$ cat config.mk
export PLATFORM = sky130hd
export DESIGN_NAME = length_checksum_frame_receiver_unit
export DESIGN_NICKNAME = d
export VERILOG_FILES = /design/src/lcfr_pkg.sv /design/src/lcfr_front.sv /design/src/lcfr_queue.sv /design/src/lcfr_back.sv /design/src/length_checksum_frame_receiver_unit.sv
export VERILOG_INCLUDE_DIRS = /design/src /design/src/src
export SDC_FILE = /design/constraint.sdc
export NUM_CORES = 1
export LEC_CHECK = 0
export ABC_AREA = 1
export BUFFER_PORTS_ARGS = -buffer_cell sky130_fd_sc_hd__buf_2
export CAP_MARGIN = 20
export CORE_ASPECT_RATIO = 0.8
export CORE_UTILIZATION = 61
export CTS_CLUSTER_DIAMETER = 40
export DETAILED_ROUTE_END_ITERATION = 8
export PLACE_DENSITY = 0.82
export SETUP_SLACK_MARGIN = 0.5
export SLEW_MARGIN = 20
export SYNTH_ARGS = -nofsm -noshare
export SYNTH_HDL_FRONTEND = slang
export SYNTH_HIERARCHICAL = 1
export SYNTH_SLANG_ARGS = --single-unit
$ cat constraint.sdc
create_clock -name clk -period 3.8 [get_ports clk]
set_input_delay 0.76 -clock clk [delete_from_list [all_inputs] [get_ports clk]]
set_output_delay 0.76 -clock clk [all_outputs]
set_load 0.005 [all_outputs]
$ cat src/length_checksum_frame_receiver_unit_assert.svh
// Assertion macros for the frame receiver.
`ifndef LENGTH_CHECKSUM_FRAME_RECEIVER_UNIT_ASSERT_SVH
`define LENGTH_CHECKSUM_FRAME_RECEIVER_UNIT_ASSERT_SVH
`ifndef SYNTHESIS
`define LCFR_ASSERT_IMP(lbl, ante, cons) \
  lbl: assert property (@(posedge clk) disable iff (!rst_n) (ante) |-> (cons)) \
    else $error("frame receiver assertion failed");
`define LCFR_ASSERT_NEXT(lbl, ante, cons) \
  lbl: assert property (@(posedge clk) disable iff (!rst_n) (ante) |=> (cons)) \
    else $error("frame receiver assertion failed");
`else
`define LCFR_ASSERT_IMP(lbl, ante, cons)
`define LCFR_ASSERT_NEXT(lbl, ante, cons)
`endif
`endif

$ cat src/lcfr_pkg.sv
package lcfr_pkg;

  localparam int BUF_DEPTH_DEF = 32;
  localparam int MAX_RESULTS   = 29;
  localparam int JOBQ_DEPTH    = 2;
  localparam int CNT_W         = 7;
  localparam int N_W           = $clog2(MAX_RESULTS + 1);

  localparam logic [CNT_W-1:0] COUNT_MAX = 7'd127;
  localparam logic [CNT_W-1:0] HDR_POS   = 7'd3;
  localparam logic [N_W-1:0]   MAX_RES_N = N_W'(MAX_RESULTS);
  localparam logic [7:0]       MAX_RES_B = 8'(MAX_RESULTS);

  localparam logic [2:0] ST_OK        = 3'd0;
  localparam logic [2:0] ST_TOO_BIG   = 3'd1;
  localparam logic [2:0] ST_LEN_MISM  = 3'd2;
  localparam logic [2:0] ST_TOO_SMALL = 3'd3;
  localparam logic [2:0] ST_CSUM_BAD  = 3'd4;

  localparam logic       REG_MAX_PAYLOAD = 1'b0;
  localparam logic [7:0] MAX_PAYLOAD_RST = 8'd29;

  typedef struct packed {
    logic [2:0]     status;
    logic [7:0]     command;
    logic [N_W-1:0] count;
  } job_t;

endpackage

$ cat src/lcfr_front.sv
module lcfr_front #(
  parameter int BUF_DEPTH = lcfr_pkg::BUF_DEPTH_DEF
) (
  input  logic                         clk,
  input  logic                         rst_n,
  input  logic                         in_tvalid,
  output logic                         in_tready,
  input  logic [7:0]                   in_tdata,   // [7:0] rx_byte
  input  logic                         in_tlast,
  input  logic [7:0]                   max_payload,
  output logic                         push,
  output lcfr_pkg::job_t               push_job,
  input  logic                         q_full,
  input  logic                         mem_done,
  input  logic                         rd_en,
  input  logic [$clog2(BUF_DEPTH)-1:0] rd_addr,
  output logic [7:0]                   rd_data
);

  localparam int AW = $clog2(BUF_DEPTH);
  localparam int CW = lcfr_pkg::CNT_W;
  localparam int NW = lcfr_pkg::N_W;
  localparam logic [CW-1:0] DEPTH_C = CW'(BUF_DEPTH);

  logic [7:0]    mem [0:BUF_DEPTH-1];
  logic [7:0]    rd_data_r;
  logic [CW-1:0] cnt_r, cnt_nxt, cnt_inc;
  logic [7:0]    sum_r, sum_nxt;
  logic [7:0]    lo_r, lo_nxt, hi_r, hi_nxt, cmd_r, cmd_nxt;
  logic          busy_r, busy_nxt;
  logic          accept;
  logic [7:0]    lo_e, hi_e, cmd_e, lo_m1;
  logic [8:0]    len_p3;
  logic [2:0]    status;
  logic [NW-1:0] n_res;

  assign in_tready = !busy_r && !q_full;
  assign accept    = in_tvalid && in_tready;
  assign cnt_inc   = (cnt_r == lcfr_pkg::COUNT_MAX) ? cnt_r : cnt_r + 7'd1;

  assign lo_e   = (cnt_r == 7'd0) ? in_tdata : lo_r;
  assign hi_e   = (cnt_r == 7'd1) ? in_tdata : hi_r;
  assign cmd_e  = (cnt_r == 7'd2) ? in_tdata : cmd_r;
  assign len_p3 = {1'b0, lo_e} + 9'd3;
  assign lo_m1  = lo_e - 8'd1;

  always_comb begin
    if (hi_e != 8'd0 || lo_e > max_payload) begin
      status = lcfr_pkg::ST_TOO_BIG;
    end else if ({2'b00, cnt_inc} != len_p3) begin
      status = lcfr_pkg::ST_LEN_MISM;
    end else if (lo_e == 8'd0) begin
      status = lcfr_pkg::ST_TOO_SMALL;
    end else if (in_tdata != sum_r) begin
      status = lcfr_pkg::ST_CSUM_BAD;
    end else begin
      status = lcfr_pkg::ST_OK;
    end
    n_res = (lo_m1 > lcfr_pkg::MAX_RES_B) ? lcfr_pkg::MAX_RES_N : lo_m1[NW-1:0];
  end

  assign push             = accept && in_tlast;
  assign push_job.status  = status;
  assign push_job.command = (status == lcfr_pkg::ST_OK) ? cmd_e : 8'd0;
  assign push_job.count   = (status == lcfr_pkg::ST_OK) ? n_res : '0;

  always_comb begin
    cnt_nxt  = cnt_r;
    sum_nxt  = sum_r;
    lo_nxt   = lo_r;
    hi_nxt   = hi_r;
    cmd_nxt  = cmd_r;
    busy_nxt = busy_r;
    if (mem_done) begin
      busy_nxt = 1'b0;
    end
    if (accept) begin
      if (in_tlast) begin
        cnt_nxt = '0;
        sum_nxt = 8'd0;
        lo_nxt  = 8'd0;
        hi_nxt  = 8'd0;
        cmd_nxt = 8'd0;
        if (status == lcfr_pkg::ST_OK && n_res != '0) begin
          busy_nxt = 1'b1;
        end
      end else begin
        cnt_nxt = cnt_inc;
        sum_nxt = sum_r + in_tdata;
        lo_nxt  = lo_e;
        hi_nxt  = hi_e;
        cmd_nxt = cmd_e;
      end
    end
  end

  always_ff @(posedge clk) begin
    if (!rst_n) begin
      cnt_r  <= '0;
      sum_r  <= 8'd0;
      lo_r   <= 8'd0;
      hi_r   <= 8'd0;
      cmd_r  <= 8'd0;
      busy_r <= 1'b0;
    end else begin
      cnt_r  <= cnt_nxt;
      sum_r  <= sum_nxt;
      lo_r   <= lo_nxt;
      hi_r   <= hi_nxt;
      cmd_r  <= cmd_nxt;
      busy_r <= busy_nxt;
    end
  end

  always_ff @(posedge clk) begin
    if (accept && cnt_r < DEPTH_C) begin
      mem[cnt_r[AW-1:0]] <= in_tdata;
    end
  end

  always_ff @(posedge clk) begin
    if (rd_en) begin
      rd_data_r <= mem[rd_addr];
    end
  end

  assign rd_data = rd_data_r;

endmodule

$ cat src/lcfr_queue.sv
module lcfr_queue (
  input  logic           clk,
  input  logic           rst_n,
  input  logic           push,
  input  lcfr_pkg::job_t push_job,
  input  logic           pop,
  output logic           q_valid,
  output logic           q_full,
  output lcfr_pkg::job_t q_job
);

  localparam int DEPTH = lcfr_pkg::JOBQ_DEPTH;
  localparam int PW    = (DEPTH > 1) ? $clog2(DEPTH) : 1;
  localparam int FW    = $clog2(DEPTH + 1);
  localparam logic [PW-1:0] LAST_P = PW'(DEPTH - 1);
  localparam logic [FW-1:0] FULL_C = FW'(DEPTH);

  lcfr_pkg::job_t slots [0:DEPTH-1];
  logic [PW-1:0]  wp_r, wp_nxt, rp_r, rp_nxt;
  logic [FW-1:0]  fill_r, fill_nxt;
  logic           do_push, do_pop;

  assign q_valid = fill_r != '0;
  assign q_full  = fill_r == FULL_C;
  assign q_job   = slots[rp_r];
  assign do_push = push && !q_full;
  assign do_pop  = pop && q_valid;

  always_comb begin
    wp_nxt   = wp_r;
    rp_nxt   = rp_r;
    fill_nxt = fill_r;
    if (do_push) begin
      wp_nxt = (wp_r == LAST_P) ? '0 : wp_r + 1'b1;
    end
    if (do_pop) begin
      rp_nxt = (rp_r == LAST_P) ? '0 : rp_r + 1'b1;
    end
    if (do_push && !do_pop) begin
      fill_nxt = fill_r + 1'b1;
    end else if (do_pop && !do_push) begin
      fill_nxt = fill_r - 1'b1;
    end
  end

  always_ff @(posedge clk) begin
    if (!rst_n) begin
      wp_r   <= '0;
      rp_r   <= '0;
      fill_r <= '0;
    end else begin
      wp_r   <= wp_nxt;
      rp_r   <= rp_nxt;
      fill_r <= fill_nxt;
    end
  end

  always_ff @(posedge clk) begin
    if (do_push) begin
      slots[wp_r] <= push_job;
    end
  end

endmodule

$ cat src/lcfr_back.sv
`include "length_checksum_frame_receiver_unit_assert.svh"

module lcfr_back #(
  parameter int BUF_DEPTH = lcfr_pkg::BUF_DEPTH_DEF
) (
  input  logic                         clk,
  input  logic                         rst_n,
  input  logic                         q_valid,
  input  lcfr_pkg::job_t               q_job,
  output logic                         pop,
  output logic                         rd_en,
  output logic [$clog2(BUF_DEPTH)-1:0] rd_addr,
  input  logic [7:0]                   rd_data,
  output logic                         mem_done,
  output logic                         out_tvalid,
  input  logic                         out_tready,
  output logic [15:0]                  out_tdata,  // [7:0] command, [15:8] data_byte
  output logic [3:0]                   out_tuser,  // [2:0] status, [3] data_valid
  output logic                         out_tlast
);

  localparam int AW = $clog2(BUF_DEPTH);
  localparam int CW = lcfr_pkg::CNT_W;
  localparam int NW = lcfr_pkg::N_W;
  localparam logic [CW-1:0] DEPTH_C = CW'(BUF_DEPTH);
  localparam logic [NW-1:0] ONE_N   = NW'(1);

  localparam logic [1:0] ST_IDLE = 2'd0;
  localparam logic [1:0] ST_READ = 2'd1;
  localparam logic [1:0] ST_EMIT = 2'd2;

  logic [1:0]    state_r, state_nxt;
  logic [7:0]    cmd_r, cmd_nxt;
  logic [NW-1:0] n_r, n_nxt, idx_r, idx_nxt;
  logic          inr_r, inr_nxt;
  logic          ov_r, ov_nxt;
  logic [2:0]    ost_r, ost_nxt;
  logic [7:0]    ocmd_r, ocmd_nxt, odat_r, odat_nxt;
  logic          odv_r, odv_nxt, olast_r, olast_nxt;
  logic [CW-1:0] pos;
  logic          pos_ok, slot_free, load, ld_last;

  assign pos       = {{(CW-NW){1'b0}}, idx_r} + lcfr_pkg::HDR_POS;
  assign pos_ok    = pos < DEPTH_C;
  assign slot_free = !ov_r || out_tready;
  assign ld_last   = (idx_r + ONE_N) == n_r;
  assign rd_addr   = pos[AW-1:0];

  always_comb begin
    state_nxt = state_r;
    cmd_nxt   = cmd_r;
    n_nxt     = n_r;
    idx_nxt   = idx_r;
    inr_nxt   = inr_r;
    ost_nxt   = ost_r;
    ocmd_nxt  = ocmd_r;
    odat_nxt  = odat_r;
    odv_nxt   = odv_r;
    olast_nxt = olast_r;
    pop       = 1'b0;
    rd_en     = 1'b0;
    load      = 1'b0;
    mem_done  = 1'b0;
    case (state_r)
      ST_IDLE: begin
        if (q_valid) begin
          if (q_job.count == '0) begin
            if (slot_free) begin
              pop       = 1'b1;
              load      = 1'b1;
              ost_nxt   = q_job.status;
              ocmd_nxt  = q_job.command;
              odat_nxt  = 8'd0;
              odv_nxt   = 1'b0;
              olast_nxt = 1'b1;
            end
          end else begin
            pop       = 1'b1;
            cmd_nxt   = q_job.command;
            n_nxt     = q_job.count;
            idx_nxt   = '0;
            state_nxt = ST_READ;
          end
        end
      end
      ST_READ: begin
        rd_en     = pos_ok;
        inr_nxt   = pos_ok;
        state_nxt = ST_EMIT;
      end
      ST_EMIT: begin
        if (slot_free) begin
          load      = 1'b1;
          ost_nxt   = lcfr_pkg::ST_OK;
          ocmd_nxt  = cmd_r;
          odat_nxt  = inr_r ? rd_data : 8'd0;
          odv_nxt   = 1'b1;
          olast_nxt = ld_last;
          if (ld_last) begin
            mem_done  = 1'b1;
            state_nxt = ST_IDLE;
          end else begin
            idx_nxt   = idx_r + ONE_N;
            state_nxt = ST_READ;
          end
        end
      end
      default: begin
        state_nxt = ST_IDLE;
      end
    endcase
    ov_nxt = load ? 1'b1 : (out_tready ? 1'b0 : ov_r);
  end

  always_ff @(posedge clk) begin
    if (!rst_n) begin
      state_r <= ST_IDLE;
      ov_r    <= 1'b0;
      idx_r   <= '0;
      n_r     <= '0;
    end else begin
      state_r <= state_nxt;
      ov_r    <= ov_nxt;
      idx_r   <= idx_nxt;
      n_r     <= n_nxt;
    end
  end

  always_ff @(posedge clk) begin
    cmd_r   <= cmd_nxt;
    inr_r   <= inr_nxt;
    ost_r   <= ost_nxt;
    ocmd_r  <= ocmd_nxt;
    odat_r  <= odat_nxt;
    odv_r   <= odv_nxt;
    olast_r <= olast_nxt;
  end

  assign out_tvalid = ov_r;
  assign out_tdata  = {odat_r, ocmd_r};
  assign out_tuser  = {odv_r, ost_r};
  assign out_tlast  = olast_r;

  `LCFR_ASSERT_IMP(a_idx_below_n, state_r != ST_IDLE, idx_r < n_r)
  `LCFR_ASSERT_IMP(a_payload_ok, out_tvalid && out_tuser[3], out_tuser[2:0] == lcfr_pkg::ST_OK)
  `LCFR_ASSERT_IMP(a_done_on_last, mem_done, load && ld_last && state_r == ST_EMIT)
  `LCFR_ASSERT_NEXT(a_emit_holds, state_r == ST_EMIT && !slot_free, state_r == ST_EMIT && $stable(idx_r))

endmodule

$ cat src/length_checksum_frame_receiver_unit.sv
// Port group  Kind            Contents
// in_         stream slave    tdata[7:0] rx_byte, tlast end_of_write
// out_        stream master   tdata command/data_byte, tuser status/data_valid, tlast last
// cfg_        APB slave       max_payload at byte address 0
//
// One byte per cycle is taken while no frame with payload is being read out and the job queue is not full.
// After a good frame each payload word passes through a store read, then the output register.
// An error or command-only frame gives its single word straight from the job queue.
// in_tready drops while the frame store is being read out or the job queue is full.
// Reset is synchronous; the frame store is not cleared and needs no sweep.
module length_checksum_frame_receiver_unit #(
  parameter int BUF_DEPTH = lcfr_pkg::BUF_DEPTH_DEF
) (
  input  logic        clk,
  input  logic        rst_n,
  input  logic        in_tvalid,
  output logic        in_tready,
  input  logic [7:0]  in_tdata,    // [7:0] rx_byte
  input  logic        in_tlast,
  output logic        out_tvalid,
  input  logic        out_tready,
  output logic [15:0] out_tdata,   // [7:0] command, [15:8] data_byte
  output logic [3:0]  out_tuser,   // [2:0] status, [3] data_valid
  output logic        out_tlast,
  input  logic        cfg_psel,
  input  logic        cfg_penable,
  input  logic        cfg_pwrite,
  input  logic [2:0]  cfg_paddr,
  input  logic [31:0] cfg_pwdata,
  output logic [31:0] cfg_prdata,
  output logic        cfg_pready
);

  localparam int AW = $clog2(BUF_DEPTH);

  logic [7:0]     max_r;
  logic           cfg_wr;
  logic           push, pop, q_valid, q_full, mem_done, rd_en;
  lcfr_pkg::job_t push_job, q_job;
  logic [AW-1:0]  rd_addr;
  logic [7:0]     rd_data;

  assign cfg_pready = 1'b1;
  assign cfg_wr     = cfg_psel && cfg_penable && cfg_pwrite;
  assign cfg_prdata = (cfg_paddr[2] == lcfr_pkg::REG_MAX_PAYLOAD) ? {24'd0, max_r} : 32'd0;

  always_ff @(posedge clk) begin
    if (!rst_n) begin
      max_r <= lcfr_pkg::MAX_PAYLOAD_RST;
    end else if (cfg_wr && cfg_paddr[2] == lcfr_pkg::REG_MAX_PAYLOAD) begin
      max_r <= cfg_pwdata[7:0];
    end
  end

  lcfr_front #(.BUF_DEPTH(BUF_DEPTH)) u_front (
    .clk         (clk),
    .rst_n       (rst_n),
    .in_tvalid   (in_tvalid),
    .in_tready   (in_tready),
    .in_tdata    (in_tdata),
    .in_tlast    (in_tlast),
    .max_payload (max_r),
    .push        (push),
    .push_job    (push_job),
    .q_full      (q_full),
    .mem_done    (mem_done),
    .rd_en       (rd_en),
    .rd_addr     (rd_addr),
    .rd_data     (rd_data)
  );

  lcfr_queue u_queue (
    .clk      (clk),
    .rst_n    (rst_n),
    .push     (push),
    .push_job (push_job),
    .pop      (pop),
    .q_valid  (q_valid),
    .q_full   (q_full),
    .q_job    (q_job)
  );

  lcfr_back #(.BUF_DEPTH(BUF_DEPTH)) u_back (
    .clk        (clk),
    .rst_n      (rst_n),
    .q_valid    (q_valid),
    .q_job      (q_job),
    .pop        (pop),
    .rd_en      (rd_en),
    .rd_addr    (rd_addr),
    .rd_data    (rd_data),
    .mem_done   (mem_done),
    .out_tvalid (out_tvalid),
    .out_tready (out_tready),
    .out_tdata  (out_tdata),
    .out_tuser  (out_tuser),
    .out_tlast  (out_tlast)
  );

endmodule
==> impl_metrics.yaml <==
synthesis:
  yosysSeqAreaShare_pct: 62.9
  synth.cell_area_mm2: 0.0177
  ys_warn_count: 6
  ys_top_cells_by_area: "edfxtp_1 55%, dfxtp_1 7.5%, nor2_1 5.9%"
  ys_seq_elements: 392
  syn_inst: 1660
  synth_area_leader_cell: "edfxtp_1"
  syn_area_per_cell_um2: 10.6
  ys_types: 53
  ys.flop_type: "edfxtp_1"
  synth_edf_count: 326
  netlist.area_leader.share_pct: 55.4
  async_reset_ff_share_pct: 0
global_route:
  grt-ovfl-total: 0
  grt_use_total_pct: 28.3
  top_usage_layer: "met2"
  grt_pass1_vias: 12100
  grt_max_degree: 133
  antenna_found_initial: 0
  met1_usage_pct: 39.2
  met3_usage_pct: 5.70
  grt_pass1_wl_um: 64400
  grtUsageMet2_pct: 44.6
layout:
  drive_gt1_share_pct: 14.8
  final_area_mm2: 0.0197
  diodes: 0
  nets: 1787
  fillCellCount: 1905
  syn_to_final_growth_pct: 11.7
  fin_util_pct: 69.6
placed_design:
  post_dp_cell_area_mm2: 0.0182
  gp_congestion: 0.859
  io_buffers: 55
  dp_hpwl_um: 25600
clock_tree:
  cts_tree: "done"
  path_clk_slew_ns: 0.06
  cts_made_buffers: 43
  cts_sinks: 392
  insertion_delay_ns: 0.55
  htree_num_levels: 2
  clock-root-buffer: "clkbuf_16"
  ctsLongestPathBuffers: 3
critical_path:
  cp_slowest_stage_delay_ns: 0.48
  crit_family: "buffers and inverters"
  worst_ep_required_time_ns: 4.11
  reg2regPathDepth: 10
  end_kind: "flip-flop"
  crit_type: "reg -> reg"
  timing.critical_path.buf_inv: 5
  r2r-end: "u_front/rd_data[5]"
  rrSetupSlack_ns: 0.71
  start_kind: "flip-flop"
  rr_startpoint: "u_back/idx_r[0]"
  cp_data_arrival_time_ns: 3.40
  crit_slowest_cell: "dfxtp_1"
  path_max_fanout: 45
  path_cells: "clkinv_2 > ha_1 > inv_1 > clkinv_1 > buf_4 > buf_4 > o21ai_0 > o221ai_1 > nand3_1 > a32oi_1"
  cpMostUsedCell: "buf_4"
die:
  die_h_um: 154
  io_pins: 107
  num_rows: 55
  die_area_mm2: 0.0297
  initial_core_util_pct: 62.3
  core_area_mm2: 0.0284
  fp.dieW_um: 192
power_and_ir_drop:
  power.leakage_nw: 7.27
  power.net_switching_mw: 5.32
  clockPowerShare_pct: 29.8
  pwr_density_cell_mw_per_mm2: 734
  cell_internal_pwr_mw: 9.17
  ir_drop_mv: 0.572
  switching_share_pct: 36.7
  p_comb_share_pct: 34.4
  seq_power_share_pct: 35.8
sta:
  fin_skew_ns: 0.0279
  fmax_ghz: 0.324
  timing.slew.headroom_pct: 33.4
  tns_ns: 0
  finalCriticalPeriod_ns: 3.09
  setup_viol: 0
  rsz0062_at_grt: "false"
  slew_violations: 0
  tightest_slew_ns: 0.996
  hold_viol: 0
  whs_ns: 0.443
  timing.final.crit_share_pct: 81.3
hold_path:
  holdCritStartpoint: "cfg_pwdata[2]"
  holdPathEnd: "max_r[2]"
  min_path_type: "in -> reg"
  hold_depth: 3
status:
  status: "finished clean"
drt:
  final_antenna_net_count: 0
  via_per_inst: 6.01
  first_iter_violations: 1451
  wire_per_inst_um: 19.9
  drtPass1Iterations: 6
  routed_wl_um: 42100
  vias: 12700
  drcViolationCount: 0
flow_run:
  maxCapViolations: 0
## per-stage QoR
step           total power [mW]  setup WS (ns)  cells
5_1_grt                    15.1          0.517   2116
2_1_floorplan              8.53          0.955   1683
3_5_place_dp               10.0          0.424   2031
4_1_cts                    14.4          0.522   2111
6_report                   14.5          0.712   2116
3_3_place_gp               9.84          0.525   2031
## repair_timing
action                                  in CTS  in global routing
hold buffers                                 0                  0
hold endpoints to repair                     0                  0
pin swaps                                    0                  2
setup buffers                                0                  5
endpoints found under the setup margin       6                 27
gates resized for setup                      3                 10
## power by group through the flow
stage | clock [mW] | sequential (mW) | combinational [mW]
floorplan | 0 | 5.20 | 3.33
global placement | 0 | 5.25 | 4.59
detailed placement | 0 | 5.26 | 4.76
CTS | 4.35 | 5.18 | 4.83
global route | 4.51 | 5.21 | 5.36
finish | 4.32 | 5.18 | 4.98
## registers in the layout, summed over array words and instances, names as in the netlist, 2 cells and up, named ones only
name	flops
u_back/odat_r	8
u_front/hi_r	8
u_back/state_r	2
max_r	8
u_back/ocmd_r	8
u_back/cmd_r	8
u_front/cnt_r	7
u_queue/fill_r	2
u_front/sum_r	8
u_front/rd_data	8
u_back/idx_r	5
u_front/lo_r	8
u_back/n_r	5
u_queue/slots	32
u_back/ost_r	3
u_front/mem	256
u_front/cmd_r	8
## cells in the final DEF (no fill, tap or decap), types with 4 or more instances in the layout
master	Yosys	layout
nand2_4	12	11
clkbuf_1	64	7
nor2_2	18	17
a32oi_1	8	8
o22ai_1	25	25
conb_1	2	25
mux2_2	6	6
edfxtp_1	326	326
nand3_1	72	71
xor2_1	8	7
dfxtp_1	66	64
buf_4	28	30
nand2_1	215	215
inv_1	129	127
clkinv_2	2	4
nor2_1	279	279
a21oi_2	3	4
nand2_2	10	10
ha_1	24	23
mux2_4	10	10
o221ai_1	50	50
buf_2	3	55
inv_2	10	10
a21oi_1	46	45
clkbuf_16	0	44
nand3_2	7	8
inv_6	0	5
nand4_1	13	13
a31oi_1	9	9
nor3_1	6	5
o21ai_2	3	4
o21ai_0	163	162
nor2_4	3	4
clkinv_1	2	10
o21ai_1	4	4
bufinv_16	0	6
## cells by family (layout without fill, tap and decap cells)
logic type | after synthesis | after routing | synth area share (%)
DFF | 392 | 392 | 62.9
AOI/OAI and AO/OA | 318 | 318 | 10.7
xor gates and xnor gates | 11 | 11 | 0.545
and+or+nand+nor | 645 | 645 | 16.3
adders and majority gates | 25 | 25 | 1.81
buffers and inverters | 251 | 314 | 6.51
other | 2 | 25 | 0.0425
muxes | 16 | 16 | 1.23
## final cells by class
| class | instances | area (um2) | area share [%] |
|---|---|---|---|
| well taps | 370 | 463 | 2.35 |
| repair buffers | 88 | 561 | 2.84 |
| multi-input cells | 1040 | 5540 | 28.1 |
| flip-flops and latches | 392 | 11100 | 56.3 |
| clock buffers | 53 | 1150 | 5.85 |
| inverters | 146 | 564 | 2.86 |
| clock inverters | 27 | 329 | 1.67 |
## tightest hold or removal path, delay by kind of cell
| kind | cells | cell delay [ns] |
|---|---|---|
| buffers and inverters | 1 | 0.08 |
| and+or+nand+nor | 2 | 0.10 |
## routing by layer
layer / share of wire [%] / vias up
li1: - / 5839
met1: 40 / 6072
met2: 47 / 705
met3: 9.9 / 105
met4: 3.1 / 0
met5: 0 / -
## cells in the mapped netlist (4+ instances only)
| cell | instances |
|---|---|
| o21ai_0 | 163 |
| inv_1 | 129 |
| nand3_1 | 72 |
| clkbuf_1 | 64 |
| ha_1 | 24 |
| nand2_2 | 10 |
| nand4_1 | 13 |
| o22ai_1 | 25 |
| nand3_2 | 7 |
| mux2_4 | 10 |
| mux2_2 | 6 |
| a31oi_1 | 9 |
| nor2_1 | 279 |
| xor2_1 | 8 |
| inv_2 | 10 |
| nand2_4 | 12 |
| a21oi_1 | 46 |
| nor2_2 | 18 |
| o21ai_1 | 4 |
| nor3_1 | 6 |
| dfxtp_1 | 66 |
| o221ai_1 | 50 |
| buf_4 | 28 |
| buf_6 | 8 |
| edfxtp_1 | 326 |
| nand2_1 | 215 |
| a32oi_1 | 8 |
## worst max-delay path by stage
stage	start	end	slack, ns	cells past startpoint
final	u_back/idx_r[0]	u_front/rd_data[5]	0.71	10
after global placement	u_front/cnt_r[0]	u_queue/slots[0][1]	0.52	17
after floorplan	u_front/cnt_r[0]	u_queue/slots[0][2]	0.96	22
after global routing	u_front/cnt_r[0]	u_queue/slots[1][4]	0.52	18
after CTS	u_front/cnt_r[0]	u_queue/slots[1][1]	0.52	20
after detailed placement	u_front/cnt_r[0]	u_queue/slots[1][1]	0.42	20
Note: power is estimated with default switching activity, not from simulation.
